$ cat src/sv/text_console_cursor_engine_defines.svh
`ifndef TEXT_CONSOLE_CURSOR_ENGINE_DEFINES_SVH
`define TEXT_CONSOLE_CURSOR_ENGINE_DEFINES_SVH

// Check a property on every clock edge outside of reset.
`define TCCE_ASSERT(lbl, prop, msg) \
  lbl: assert property (@(posedge clk_i) disable iff (!rst_ni) (prop)) else $error(msg);

// Check a property on every clock edge, reset included.
`define TCCE_ASSERT_ALWAYS(lbl, prop, msg) \
  lbl: assert property (@(posedge clk_i) (prop)) else $error(msg);

`endif

$ cat src/sv/tcce_pkg.sv
package tcce_pkg;

  localparam int COLUMNS  = 80;
  localparam int ROWS     = 25;
  localparam int TAB_STOP = 8;

  localparam int COL_W  = 7;
  localparam int ROW_W  = 5;
  localparam int CHAR_W = 8;
  localparam int ATTR_W = 8;
  localparam int POS_W  = 11;
  localparam int KIND_W = 2;
  localparam int TGT_W  = 8;
  localparam int TAB_W  = $clog2(TAB_STOP + 1);

  localparam int QDEPTH = 2;
  localparam int PTR_W  = (QDEPTH > 1) ? $clog2(QDEPTH) : 1;
  localparam int CNT_W  = $clog2(QDEPTH + 1);

  localparam logic [ATTR_W-1:0] ATTR_RESET = ATTR_W'(7);

  localparam logic              CMD_PUT = 1'b0;
  localparam logic              CMD_SET = 1'b1;
  localparam logic [CHAR_W-1:0] CH_BS    = CHAR_W'(8);
  localparam logic [CHAR_W-1:0] CH_TAB   = CHAR_W'(9);
  localparam logic [CHAR_W-1:0] CH_NL    = CHAR_W'(10);
  localparam logic [CHAR_W-1:0] CH_CR    = CHAR_W'(13);
  localparam logic [CHAR_W-1:0] CH_SPACE = CHAR_W'(32);

  typedef enum logic [2:0] {
    OP_PUT,
    OP_TAB,
    OP_NL,
    OP_CR,
    OP_BS,
    OP_SET
  } op_e;

  typedef enum logic [KIND_W-1:0] {
    KIND_WRITE  = 2'd0,
    KIND_SCROLL = 2'd1,
    KIND_CURSOR = 2'd2
  } kind_e;

  typedef struct packed {
    op_e               op;
    logic [CHAR_W-1:0] ch;
    logic [COL_W-1:0]  col;
    logic [ROW_W-1:0]  row;
  } item_t;

  typedef logic [TAB_W-1:0] tab_tbl_t [2**COL_W];

  function automatic tab_tbl_t build_tab_tbl();
    tab_tbl_t tbl;
    for (int i = 0; i < 2**COL_W; i++) begin
      tbl[i] = TAB_W'(TAB_STOP - (i % TAB_STOP));
    end
    return tbl;
  endfunction

  localparam tab_tbl_t TAB_COUNT = build_tab_tbl();

endpackage

$ cat src/sv/tcce_front.sv
module tcce_front import tcce_pkg::*; (
  input  logic              clk_i,
  input  logic              rst_ni,
  input  logic              s_valid_i,
  output logic              s_ready_o,
  input  logic              cmd_i,
  input  logic [CHAR_W-1:0] char_i,
  input  logic [TGT_W-1:0]  tcol_i,
  input  logic [TGT_W-1:0]  trow_i,
  input  logic              full_i,
  output logic              push_o,
  output item_t             item_o
);

  logic  valid_q, valid_d;
  item_t item_q, item_d;
  item_t item_c;
  logic  keep_c;
  logic  accept;

  always_comb begin
    item_c.op  = OP_PUT;
    item_c.ch  = char_i;
    item_c.col = '0;
    item_c.row = '0;
    keep_c     = 1'b1;
    if (cmd_i == CMD_SET) begin
      item_c.op  = OP_SET;
      item_c.col = tcol_i[COL_W-1:0];
      item_c.row = trow_i[ROW_W-1:0];
      if (tcol_i >= TGT_W'(COLUMNS) || trow_i >= TGT_W'(ROWS)) begin
        keep_c = 1'b0;
      end
    end else begin
      case (char_i)
        CH_BS:   item_c.op = OP_BS;
        CH_TAB:  item_c.op = OP_TAB;
        CH_NL:   item_c.op = OP_NL;
        CH_CR:   item_c.op = OP_CR;
        default: item_c.op = OP_PUT;
      endcase
    end
  end

  assign push_o    = valid_q && !full_i;
  assign s_ready_o = !valid_q || !full_i;
  assign accept    = s_valid_i && s_ready_o;
  assign item_o    = item_q;

  always_comb begin
    valid_d = valid_q;
    item_d  = item_q;
    if (push_o) begin
      valid_d = 1'b0;
    end
    if (accept) begin
      valid_d = keep_c;
      item_d  = item_c;
    end
  end

  always_ff @(posedge clk_i or negedge rst_ni) begin
    if (!rst_ni) begin
      valid_q <= 1'b0;
    end else begin
      valid_q <= valid_d;
    end
  end

  always_ff @(posedge clk_i) begin
    item_q <= item_d;
  end

endmodule

$ cat src/sv/tcce_queue.sv
module tcce_queue import tcce_pkg::*; (
  input  logic  clk_i,
  input  logic  rst_ni,
  input  logic  push_i,
  input  item_t item_i,
  output logic  full_o,
  output logic  valid_o,
  input  logic  pop_i,
  output item_t item_o
);

  item_t             mem_q [QDEPTH];
  logic [PTR_W-1:0]  wr_q, wr_d, rd_q, rd_d;
  logic [CNT_W-1:0]  cnt_q, cnt_d;

  function automatic logic [PTR_W-1:0] next_ptr(input logic [PTR_W-1:0] p);
    return (p == PTR_W'(QDEPTH - 1)) ? '0 : p + PTR_W'(1);
  endfunction

  assign full_o  = (cnt_q == CNT_W'(QDEPTH));
  assign valid_o = (cnt_q != '0);
  assign item_o  = mem_q[rd_q];

  always_comb begin
    wr_d  = push_i ? next_ptr(wr_q) : wr_q;
    rd_d  = pop_i ? next_ptr(rd_q) : rd_q;
    cnt_d = cnt_q;
    if (push_i && !pop_i) begin
      cnt_d = cnt_q + CNT_W'(1);
    end else if (pop_i && !push_i) begin
      cnt_d = cnt_q - CNT_W'(1);
    end
  end

  always_ff @(posedge clk_i or negedge rst_ni) begin
    if (!rst_ni) begin
      wr_q  <= '0;
      rd_q  <= '0;
      cnt_q <= '0;
    end else begin
      wr_q  <= wr_d;
      rd_q  <= rd_d;
      cnt_q <= cnt_d;
    end
  end

  always_ff @(posedge clk_i) begin
    if (push_i) begin
      mem_q[wr_q] <= item_i;
    end
  end

endmodule

$ cat src/sv/tcce_back.sv
`include "text_console_cursor_engine_defines.svh"

module tcce_back import tcce_pkg::*; (
  input  logic              clk_i,
  input  logic              rst_ni,
  input  logic [ATTR_W-1:0] attr_i,
  input  logic              q_valid_i,
  input  item_t             q_item_i,
  output logic              q_pop_o,
  output logic              m_valid_o,
  input  logic              m_ready_i,
  output logic [KIND_W-1:0] m_kind_o,
  output logic [COL_W-1:0]  m_col_o,
  output logic [ROW_W-1:0]  m_row_o,
  output logic [CHAR_W-1:0] m_char_o,
  output logic [ATTR_W-1:0] m_attr_o,
  output logic [POS_W-1:0]  m_pos_o,
  output logic              m_last_o
);

  typedef enum logic [1:0] {
    ST_IDLE,
    ST_WRITE,
    ST_SCROLL,
    ST_CURSOR
  } state_e;

  localparam int PROD_W = COL_W + ROW_W;

  state_e            state_q, state_d;
  logic [COL_W-1:0]  col_q, col_d;
  logic [ROW_W-1:0]  row_q, row_d;
  logic [CHAR_W-1:0] ch_q, ch_d;
  logic [TAB_W-1:0]  cnt_q, cnt_d;

  logic              m_valid_q, m_valid_d;
  logic [KIND_W-1:0] m_kind_q, m_kind_d;
  logic [COL_W-1:0]  m_col_q, m_col_d;
  logic [ROW_W-1:0]  m_row_q, m_row_d;
  logic [CHAR_W-1:0] m_char_q, m_char_d;
  logic [ATTR_W-1:0] m_attr_q, m_attr_d;
  logic [POS_W-1:0]  m_pos_q, m_pos_d;
  logic              m_last_q, m_last_d;

  logic              out_free;
  logic              do_load;
  logic [PROD_W-1:0] pos_full;
  logic              last_row;

  assign out_free = !m_valid_q || m_ready_i;
  assign do_load  = q_valid_i &&
                    (state_q == ST_IDLE || (state_q == ST_CURSOR && out_free));
  assign q_pop_o  = do_load;
  assign pos_full = PROD_W'(row_q) * PROD_W'(COLUMNS) + PROD_W'(col_q);
  assign last_row = (row_q >= ROW_W'(ROWS - 1));

  always_comb begin
    state_d   = state_q;
    col_d     = col_q;
    row_d     = row_q;
    ch_d      = ch_q;
    cnt_d     = cnt_q;
    m_valid_d = out_free ? 1'b0 : m_valid_q;
    m_kind_d  = m_kind_q;
    m_col_d   = m_col_q;
    m_row_d   = m_row_q;
    m_char_d  = m_char_q;
    m_attr_d  = m_attr_q;
    m_pos_d   = m_pos_q;
    m_last_d  = m_last_q;

    if (out_free && state_q != ST_IDLE) begin
      m_valid_d = 1'b1;
      m_col_d   = '0;
      m_row_d   = '0;
      m_char_d  = '0;
      m_attr_d  = '0;
      m_pos_d   = '0;
      m_last_d  = 1'b0;
    end

    case (state_q)
      ST_IDLE: begin
      end
      ST_WRITE: begin
        if (out_free) begin
          m_kind_d = KIND_WRITE;
          m_col_d  = col_q;
          m_row_d  = row_q;
          m_char_d = ch_q;
          m_attr_d = attr_i;
          cnt_d    = cnt_q - TAB_W'(1);
          state_d  = (cnt_q == TAB_W'(1)) ? ST_CURSOR : ST_WRITE;
          if (col_q == COL_W'(COLUMNS - 1)) begin
            col_d = '0;
            if (last_row) begin
              row_d   = ROW_W'(ROWS - 1);
              state_d = ST_SCROLL;
            end else begin
              row_d = row_q + ROW_W'(1);
            end
          end else begin
            col_d = col_q + COL_W'(1);
          end
        end
      end
      ST_SCROLL: begin
        if (out_free) begin
          m_kind_d = KIND_SCROLL;
          state_d  = (cnt_q != '0) ? ST_WRITE : ST_CURSOR;
        end
      end
      ST_CURSOR: begin
        if (out_free) begin
          m_kind_d = KIND_CURSOR;
          m_pos_d  = pos_full[POS_W-1:0];
          m_last_d = 1'b1;
          state_d  = ST_IDLE;
        end
      end
      default: state_d = ST_IDLE;
    endcase

    if (do_load) begin
      cnt_d   = '0;
      state_d = ST_CURSOR;
      case (q_item_i.op)
        OP_PUT: begin
          ch_d    = q_item_i.ch;
          cnt_d   = TAB_W'(1);
          state_d = ST_WRITE;
        end
        OP_TAB: begin
          ch_d    = CH_SPACE;
          cnt_d   = TAB_COUNT[col_q];
          state_d = ST_WRITE;
        end
        OP_NL: begin
          col_d = '0;
          if (last_row) begin
            row_d   = ROW_W'(ROWS - 1);
            state_d = ST_SCROLL;
          end else begin
            row_d = row_q + ROW_W'(1);
          end
        end
        OP_BS: begin
          if (col_q == '0) begin
            if (row_q != '0) begin
              row_d = row_q - ROW_W'(1);
              col_d = COL_W'(COLUMNS - 1);
            end
          end else begin
            col_d = col_q - COL_W'(1);
          end
        end
        OP_SET: begin
          col_d = q_item_i.col;
          row_d = q_item_i.row;
        end
        OP_CR: begin
        end
        default: begin
        end
      endcase
    end
  end

  always_ff @(posedge clk_i or negedge rst_ni) begin
    if (!rst_ni) begin
      state_q   <= ST_IDLE;
      col_q     <= '0;
      row_q     <= '0;
      ch_q      <= '0;
      cnt_q     <= '0;
      m_valid_q <= 1'b0;
      m_kind_q  <= KIND_WRITE;
      m_col_q   <= '0;
      m_row_q   <= '0;
      m_char_q  <= '0;
      m_attr_q  <= '0;
      m_pos_q   <= '0;
      m_last_q  <= 1'b0;
    end else begin
      state_q   <= state_d;
      col_q     <= col_d;
      row_q     <= row_d;
      ch_q      <= ch_d;
      cnt_q     <= cnt_d;
      m_valid_q <= m_valid_d;
      m_kind_q  <= m_kind_d;
      m_col_q   <= m_col_d;
      m_row_q   <= m_row_d;
      m_char_q  <= m_char_d;
      m_attr_q  <= m_attr_d;
      m_pos_q   <= m_pos_d;
      m_last_q  <= m_last_d;
    end
  end

  assign m_valid_o = m_valid_q;
  assign m_kind_o  = m_kind_q;
  assign m_col_o   = m_col_q;
  assign m_row_o   = m_row_q;
  assign m_char_o  = m_char_q;
  assign m_attr_o  = m_attr_q;
  assign m_pos_o   = m_pos_q;
  assign m_last_o  = m_last_q;

  `TCCE_ASSERT_ALWAYS(a_cursor_on_screen,
    !rst_ni || ((col_q < COL_W'(COLUMNS)) && (row_q < ROW_W'(ROWS))), "cursor left the screen")
  `TCCE_ASSERT(a_last_only_on_cursor,
    m_valid_q |-> (m_last_q == (m_kind_q == KIND_CURSOR)), "last flag on wrong kind")
  `TCCE_ASSERT(a_pop_when_done,
    q_pop_o |-> (state_q == ST_IDLE || state_q == ST_CURSOR), "pop while item busy")
  `TCCE_ASSERT(a_write_has_count,
    (state_q == ST_WRITE) |-> (cnt_q != '0), "write step with empty count")

endmodule

$ cat src/sv/text_console_cursor_engine.sv
// Text console cursor engine.
// Input stream (s_axis_*): one transaction per character or set-cursor request.
//   tuser selects the request (put character or set cursor).
// Output stream (m_axis_*): result transactions; tuser gives the kind (cell
//   write, scroll up, cursor update), tlast marks the cursor update that ends
//   the results of one input transaction. Fields a kind does not use are zero.
// Config channel (cfg_*): writes the attribute byte of written cells; always
//   ready, write it while the engine is idle.
// An accepted transaction passes the front register, the queue and the sequencer
//   state before its first result is registered at the output. The back-end
//   sequencer emits one result per cycle while the output is ready and loads the
//   next item in the cycle of the closing cursor update. A printable writes its
//   cell and a tab spaces up to the next tab stop, then a cursor update follows;
//   an off-screen set-cursor request is dropped at the front and yields nothing.
// A two-entry queue parts the front from the back; with the output stalled the
//   front still takes items until the queue and its own register fill.
// Reset puts the cursor at the top left and the attribute at 7, and empties
//   the queue and the output register.
module text_console_cursor_engine import tcce_pkg::*; (
  input  logic        clk_i,
  input  logic        rst_ni,
  input  logic        s_axis_tvalid,
  output logic        s_axis_tready,
  input  logic [23:0] s_axis_tdata,  // char_code, target_col, target_row
  input  logic [0:0]  s_axis_tuser,  // cmd
  output logic        m_axis_tvalid,
  input  logic        m_axis_tready,
  output logic [39:0] m_axis_tdata,  // cell_col, cell_row, cell_char, cell_attr, cursor_pos
  output logic [1:0]  m_axis_tuser,  // kind
  output logic        m_axis_tlast,
  input  logic        cfg_valid_i,
  output logic        cfg_ready_o,
  input  logic [7:0]  cfg_data_i
);

  logic [ATTR_W-1:0] attr_q;
  logic              q_full;
  logic              q_push;
  item_t             q_in;
  logic              q_valid;
  logic              q_pop;
  item_t             q_out;
  logic [COL_W-1:0]  o_col;
  logic [ROW_W-1:0]  o_row;
  logic [CHAR_W-1:0] o_char;
  logic [ATTR_W-1:0] o_attr;
  logic [POS_W-1:0]  o_pos;

  assign cfg_ready_o = 1'b1;

  always_ff @(posedge clk_i or negedge rst_ni) begin
    if (!rst_ni) begin
      attr_q <= ATTR_RESET;
    end else if (cfg_valid_i && cfg_ready_o) begin
      attr_q <= cfg_data_i;
    end
  end

  tcce_front u_front (
    .clk_i     (clk_i),
    .rst_ni    (rst_ni),
    .s_valid_i (s_axis_tvalid),
    .s_ready_o (s_axis_tready),
    .cmd_i     (s_axis_tuser[0]),
    .char_i    (s_axis_tdata[7:0]),
    .tcol_i    (s_axis_tdata[15:8]),
    .trow_i    (s_axis_tdata[23:16]),
    .full_i    (q_full),
    .push_o    (q_push),
    .item_o    (q_in)
  );

  tcce_queue u_queue (
    .clk_i   (clk_i),
    .rst_ni  (rst_ni),
    .push_i  (q_push),
    .item_i  (q_in),
    .full_o  (q_full),
    .valid_o (q_valid),
    .pop_i   (q_pop),
    .item_o  (q_out)
  );

  tcce_back u_back (
    .clk_i     (clk_i),
    .rst_ni    (rst_ni),
    .attr_i    (attr_q),
    .q_valid_i (q_valid),
    .q_item_i  (q_out),
    .q_pop_o   (q_pop),
    .m_valid_o (m_axis_tvalid),
    .m_ready_i (m_axis_tready),
    .m_kind_o  (m_axis_tuser),
    .m_col_o   (o_col),
    .m_row_o   (o_row),
    .m_char_o  (o_char),
    .m_attr_o  (o_attr),
    .m_pos_o   (o_pos),
    .m_last_o  (m_axis_tlast)
  );

  assign m_axis_tdata = {1'b0, o_pos, o_attr, o_char, o_row, o_col};

endmodule
$ cat config.mk
export PLATFORM = sky130hd
export DESIGN_NAME = text_console_cursor_engine
export DESIGN_NICKNAME = d
export VERILOG_FILES = /design/src/sv/tcce_pkg.sv /design/src/sv/tcce_front.sv /design/src/sv/tcce_queue.sv /design/src/sv/tcce_back.sv /design/src/sv/text_console_cursor_engine.sv
export VERILOG_INCLUDE_DIRS = /design/src /design/src/sv
export SDC_FILE = /design/constraint.sdc
export NUM_CORES = 1
export LEC_CHECK = 0
export BUFFER_PORTS_ARGS = -buffer_cell sky130_fd_sc_hd__buf_4
export CORE_AREA = 2 2 130 132
export CTS_BUF_LIST = sky130_fd_sc_hd__clkbuf_8
export DETAILED_ROUTE_END_ITERATION = 10
export DIE_AREA = 0 0 132 134
export GPL_TIMING_DRIVEN = 0
export HOLD_SLACK_MARGIN = 0.06
export PLACE_DENSITY_LB_ADDON = 0.2
export SETUP_SLACK_MARGIN = 0.4
export SLEW_MARGIN = 20
export SYNTH_ARGS = -nofsm -noshare
export SYNTH_HDL_FRONTEND = slang
export SYNTH_HIERARCHICAL = 1
export SYNTH_SLANG_ARGS = --single-unit
$ cat constraint.sdc
create_clock -name clk_i -period 5.4 [get_ports clk_i]
set_input_delay 0.81 -clock clk_i [delete_from_list [all_inputs] [get_ports clk_i]]
set_output_delay 0.81 -clock clk_i [all_outputs]
set_load 0.01 [all_outputs]
==> qor.txt <==
Mux contribution to synthesized area - 6.52%
CP Capture Type - flip-flop
Max IR drop VDD - 0.205 mV
Sw Pwr - 1.75 mW
Final nets - 749
Area grow syn2layout - 18.1%
Syn Area/Cell - 12.3 µm²
Final Max Tran Viols - 0
CTS Sinks - 151
Yosys reg bits - 151
Clk pwr share - 18.8%
Number of CTS-inserted buffers - 17
Global route total overflow - 0
Rel. slew slack - 33.9%
Final Hold Slack - 0.410 ns
Largest family of logic cells by synthesized area - simple AND/OR/NAND/NOR gates
Post-synthesis compound-gate area fraction - 11.7%
Min-delay worst type - input pin to async pin
Synth area leader - edfxtp_1
Post-Synthesis Cells - 586
Slew @ Worst Pin - 0.992 ns
Number of flops mapped to enable cells by yosys - 69
Post-Synth Adder-Cell Area - 4.54%
Final setup viols - 0
First-pass GRT wire length - 24700 µm
# IOs - 84
Vias - 4728
Global-route met3 utilization - 3.85%
Design internal power - 2.93 mW
Inst Count DP - 887
Multi-input logic area - 2800 µm²
Min Tclk post-route - 2.48 ns
Clk_lat worst skew - 0.44 ns
DP Wirelength - 10900 µm
Die width - 132 µm
Rows - 47
Synth unique cells - 69
H-tree levels - 4
Largest net degree at the start of global routing - 83
Seq pwr share - 37.2%
Required @ worst endpoint - 5.76 ns
Max Cap Viol - 0
Seq/Total Area, Yosys - 57.2%
Status - finished, final reports clean
Most frequent cell after synthesis - dfrtp_1
Worst-path clk slew - 0.08 ns
Synth top area cells - edfxtp_1 (29%), dfrtp_1 (27%), mux2_4 (5.6%)
# hold bufs at CTS - 0
GRT Total Usage - 17.8%
Mapped cell area - 7220 µm²
Via density per instance - 5.14
Synth warn - 6
PwrDens - 550 nW/µm²
RSZ-0062 raised after global routing - false
Crit path DAT - 2.84 ns
Async set-or-reset flop fraction in the synthesized netlist - 54.3%
Critical path launch point type - flip-flop
Reg2Reg Depth - 8
Switching Fraction - 37.4%
Initial drt markers - 181
Cts repair resizes - 0
Post-synth top cells - dfrtp_1 (79), edfxtp_1 (69), nand2_1 (46)
Endpoints failing hold - 0
Static leakage - 3.66 nW
DRC violations left - 0
GR Util met2 - 28.8%
Total core area - 16300 µm²
IO buf count - 80
Yosys top cell area share - 28.7%
CTS tree - built
Synth Area in XOR/XNOR - 2.91%
Max Root-Sink Buffers - 2
Worst-case clock skew - 0.00577 ns
Share of cells above drive strength 1 - 27.5%
DR pass1 iterations - 4
Routed Antenna Nets - 0
Tcrit/Tclk final - 46.0%
Inserted Diodes - 0
Placer Congestion - 0.867
Initial antenna violation count - 0
Die area - 17700 µm²
Vert. Die Dim - 134 µm
DRT Wirelength - 14900 µm
Routed wire length per instance - 16.2 µm
Kind of critical path - flip-flop to flip-flop
CP Max Fanout - 10
Register area - 4130 µm²
Buffer count from post-CTS setup fixing - 0
GR peak layer - met2
Clock root cell - clkbuf_8
Fill cell count - 1461
Post-synth net total - 649
Grt met1 use - 23.5%
Vias in the first global route - 4791
Starting density of the core - 44.3%
Final TNS setup - 0 ns
Dominant synthesized flop cell - dfrtp_1
Fin cells - 919
F_max - 403 MHz
Simple-Gate Fraction of Synth Area - 13.0%
Comb pwr share - 44.0%
metal layers:
layer	up-vias	share of wire, %	wire, µm
li1	2303	-	-
met1	2307	46	6830
met2	107	49	7230
met3	11	3.8	560
met4	0	1.8	272
met5	-	0	0
placed cells by master, fill, tap and decap left out, types with 17 or more instances in the layout:
| master | n |
|---|---|
| inv_1 | 20 |
| a21oi_1 | 27 |
| o21ai_0 | 45 |
| nor2_1 | 30 |
| clkbuf_8 | 17 |
| dfrtp_1 | 79 |
| a22o_1 | 17 |
| edfxtp_1 | 69 |
| nand2_1 | 46 |
| and2_1 | 18 |
| ha_1 | 23 |
| buf_4 | 82 |
| mux2_4 | 27 |
critical path, stage by stage (launching register included):
cell     delay [ns]
dfrtp_1        0.38
buf_6          0.14
buf_12         0.15
mux2_4         0.33
nor3b_2        0.63
nor2_1         0.11
nor2_2         0.37
o31ai_1        0.14
a21oi_1        0.17
per-stage QoR:
stage	utilization (%)	setup slack (ns)	instance area [µm²]	power [mW]
after global placement	49.7	2.59	8090	3.77
after global routing	52.3	2.79	8520	5.02
after floorplan	-	3.15	7220	3.17
final	52.3	2.92	8520	4.69
after detailed placement	49.8	3.00	8110	3.83
after CTS	52.3	2.97	8520	4.73
power groups by stage:
| stage | Combinational, mW | Clock (mW) | Sequential [mW] |
|---|---|---|---|
| floorplan | 1.39 | 0 | 1.78 |
| finish | 2.06 | 0.880 | 1.74 |
| CTS | 2.07 | 0.911 | 1.75 |
| detailed placement | 2.06 | 0 | 1.77 |
| global route | 2.27 | 0.958 | 1.79 |
| global placement | 2.02 | 0 | 1.75 |
layout make-up:
class / count / area share [%]
clock buffer: 17 / 2.74
multi-input combinational: 383 / 32.9
tap: 220 / 3.23
timing repair buffer: 81 / 7.27
buffer: 31 / 2.51
inverter: 21 / 0.925
clock inverter: 15 / 2.04
sequential: 151 / 48.4
cells by family (layout without fill, tap and decap cells):
kind of cell             Yosys count  in the layout
adder cells (fa/ha/maj)           25             25
other                              2              2
flip-flops                       151            151
buffers and inverters             52            165
AND/OR/NAND/NOR                  168            168
AO/OA/AOI/OAI                    131            131
multiplexers                      33             33
XOR/XNOR                          24             24
final timing paths:
check                                                     end  slack [ns]                             from
worst min-delay path                    attr_q[5]$_DFFE_PN0P_        0.41                           rst_ni
worst min register to register  u_queue/mem_q[0][7]$_DFFE_PP_        0.45  u_front/item_o[7]$_SDFFCE_PN0P_
worst max-delay path                u_back/row_q[3]$_DFF_PN0_        2.92         u_queue/rd_q$_DFFE_PN0P_
min in group clk_i              u_queue/mem_q[0][7]$_DFFE_PP_        0.45  u_front/item_o[7]$_SDFFCE_PN0P_
worst max register to register      u_back/row_q[3]$_DFF_PN0_        2.92         u_queue/rd_q$_DFFE_PN0P_
max in group asynchronous         u_back/m_pos_o[5]$_DFF_PN0_        4.50                           rst_ni
Note: power is estimated with default switching activity, not from simulation.
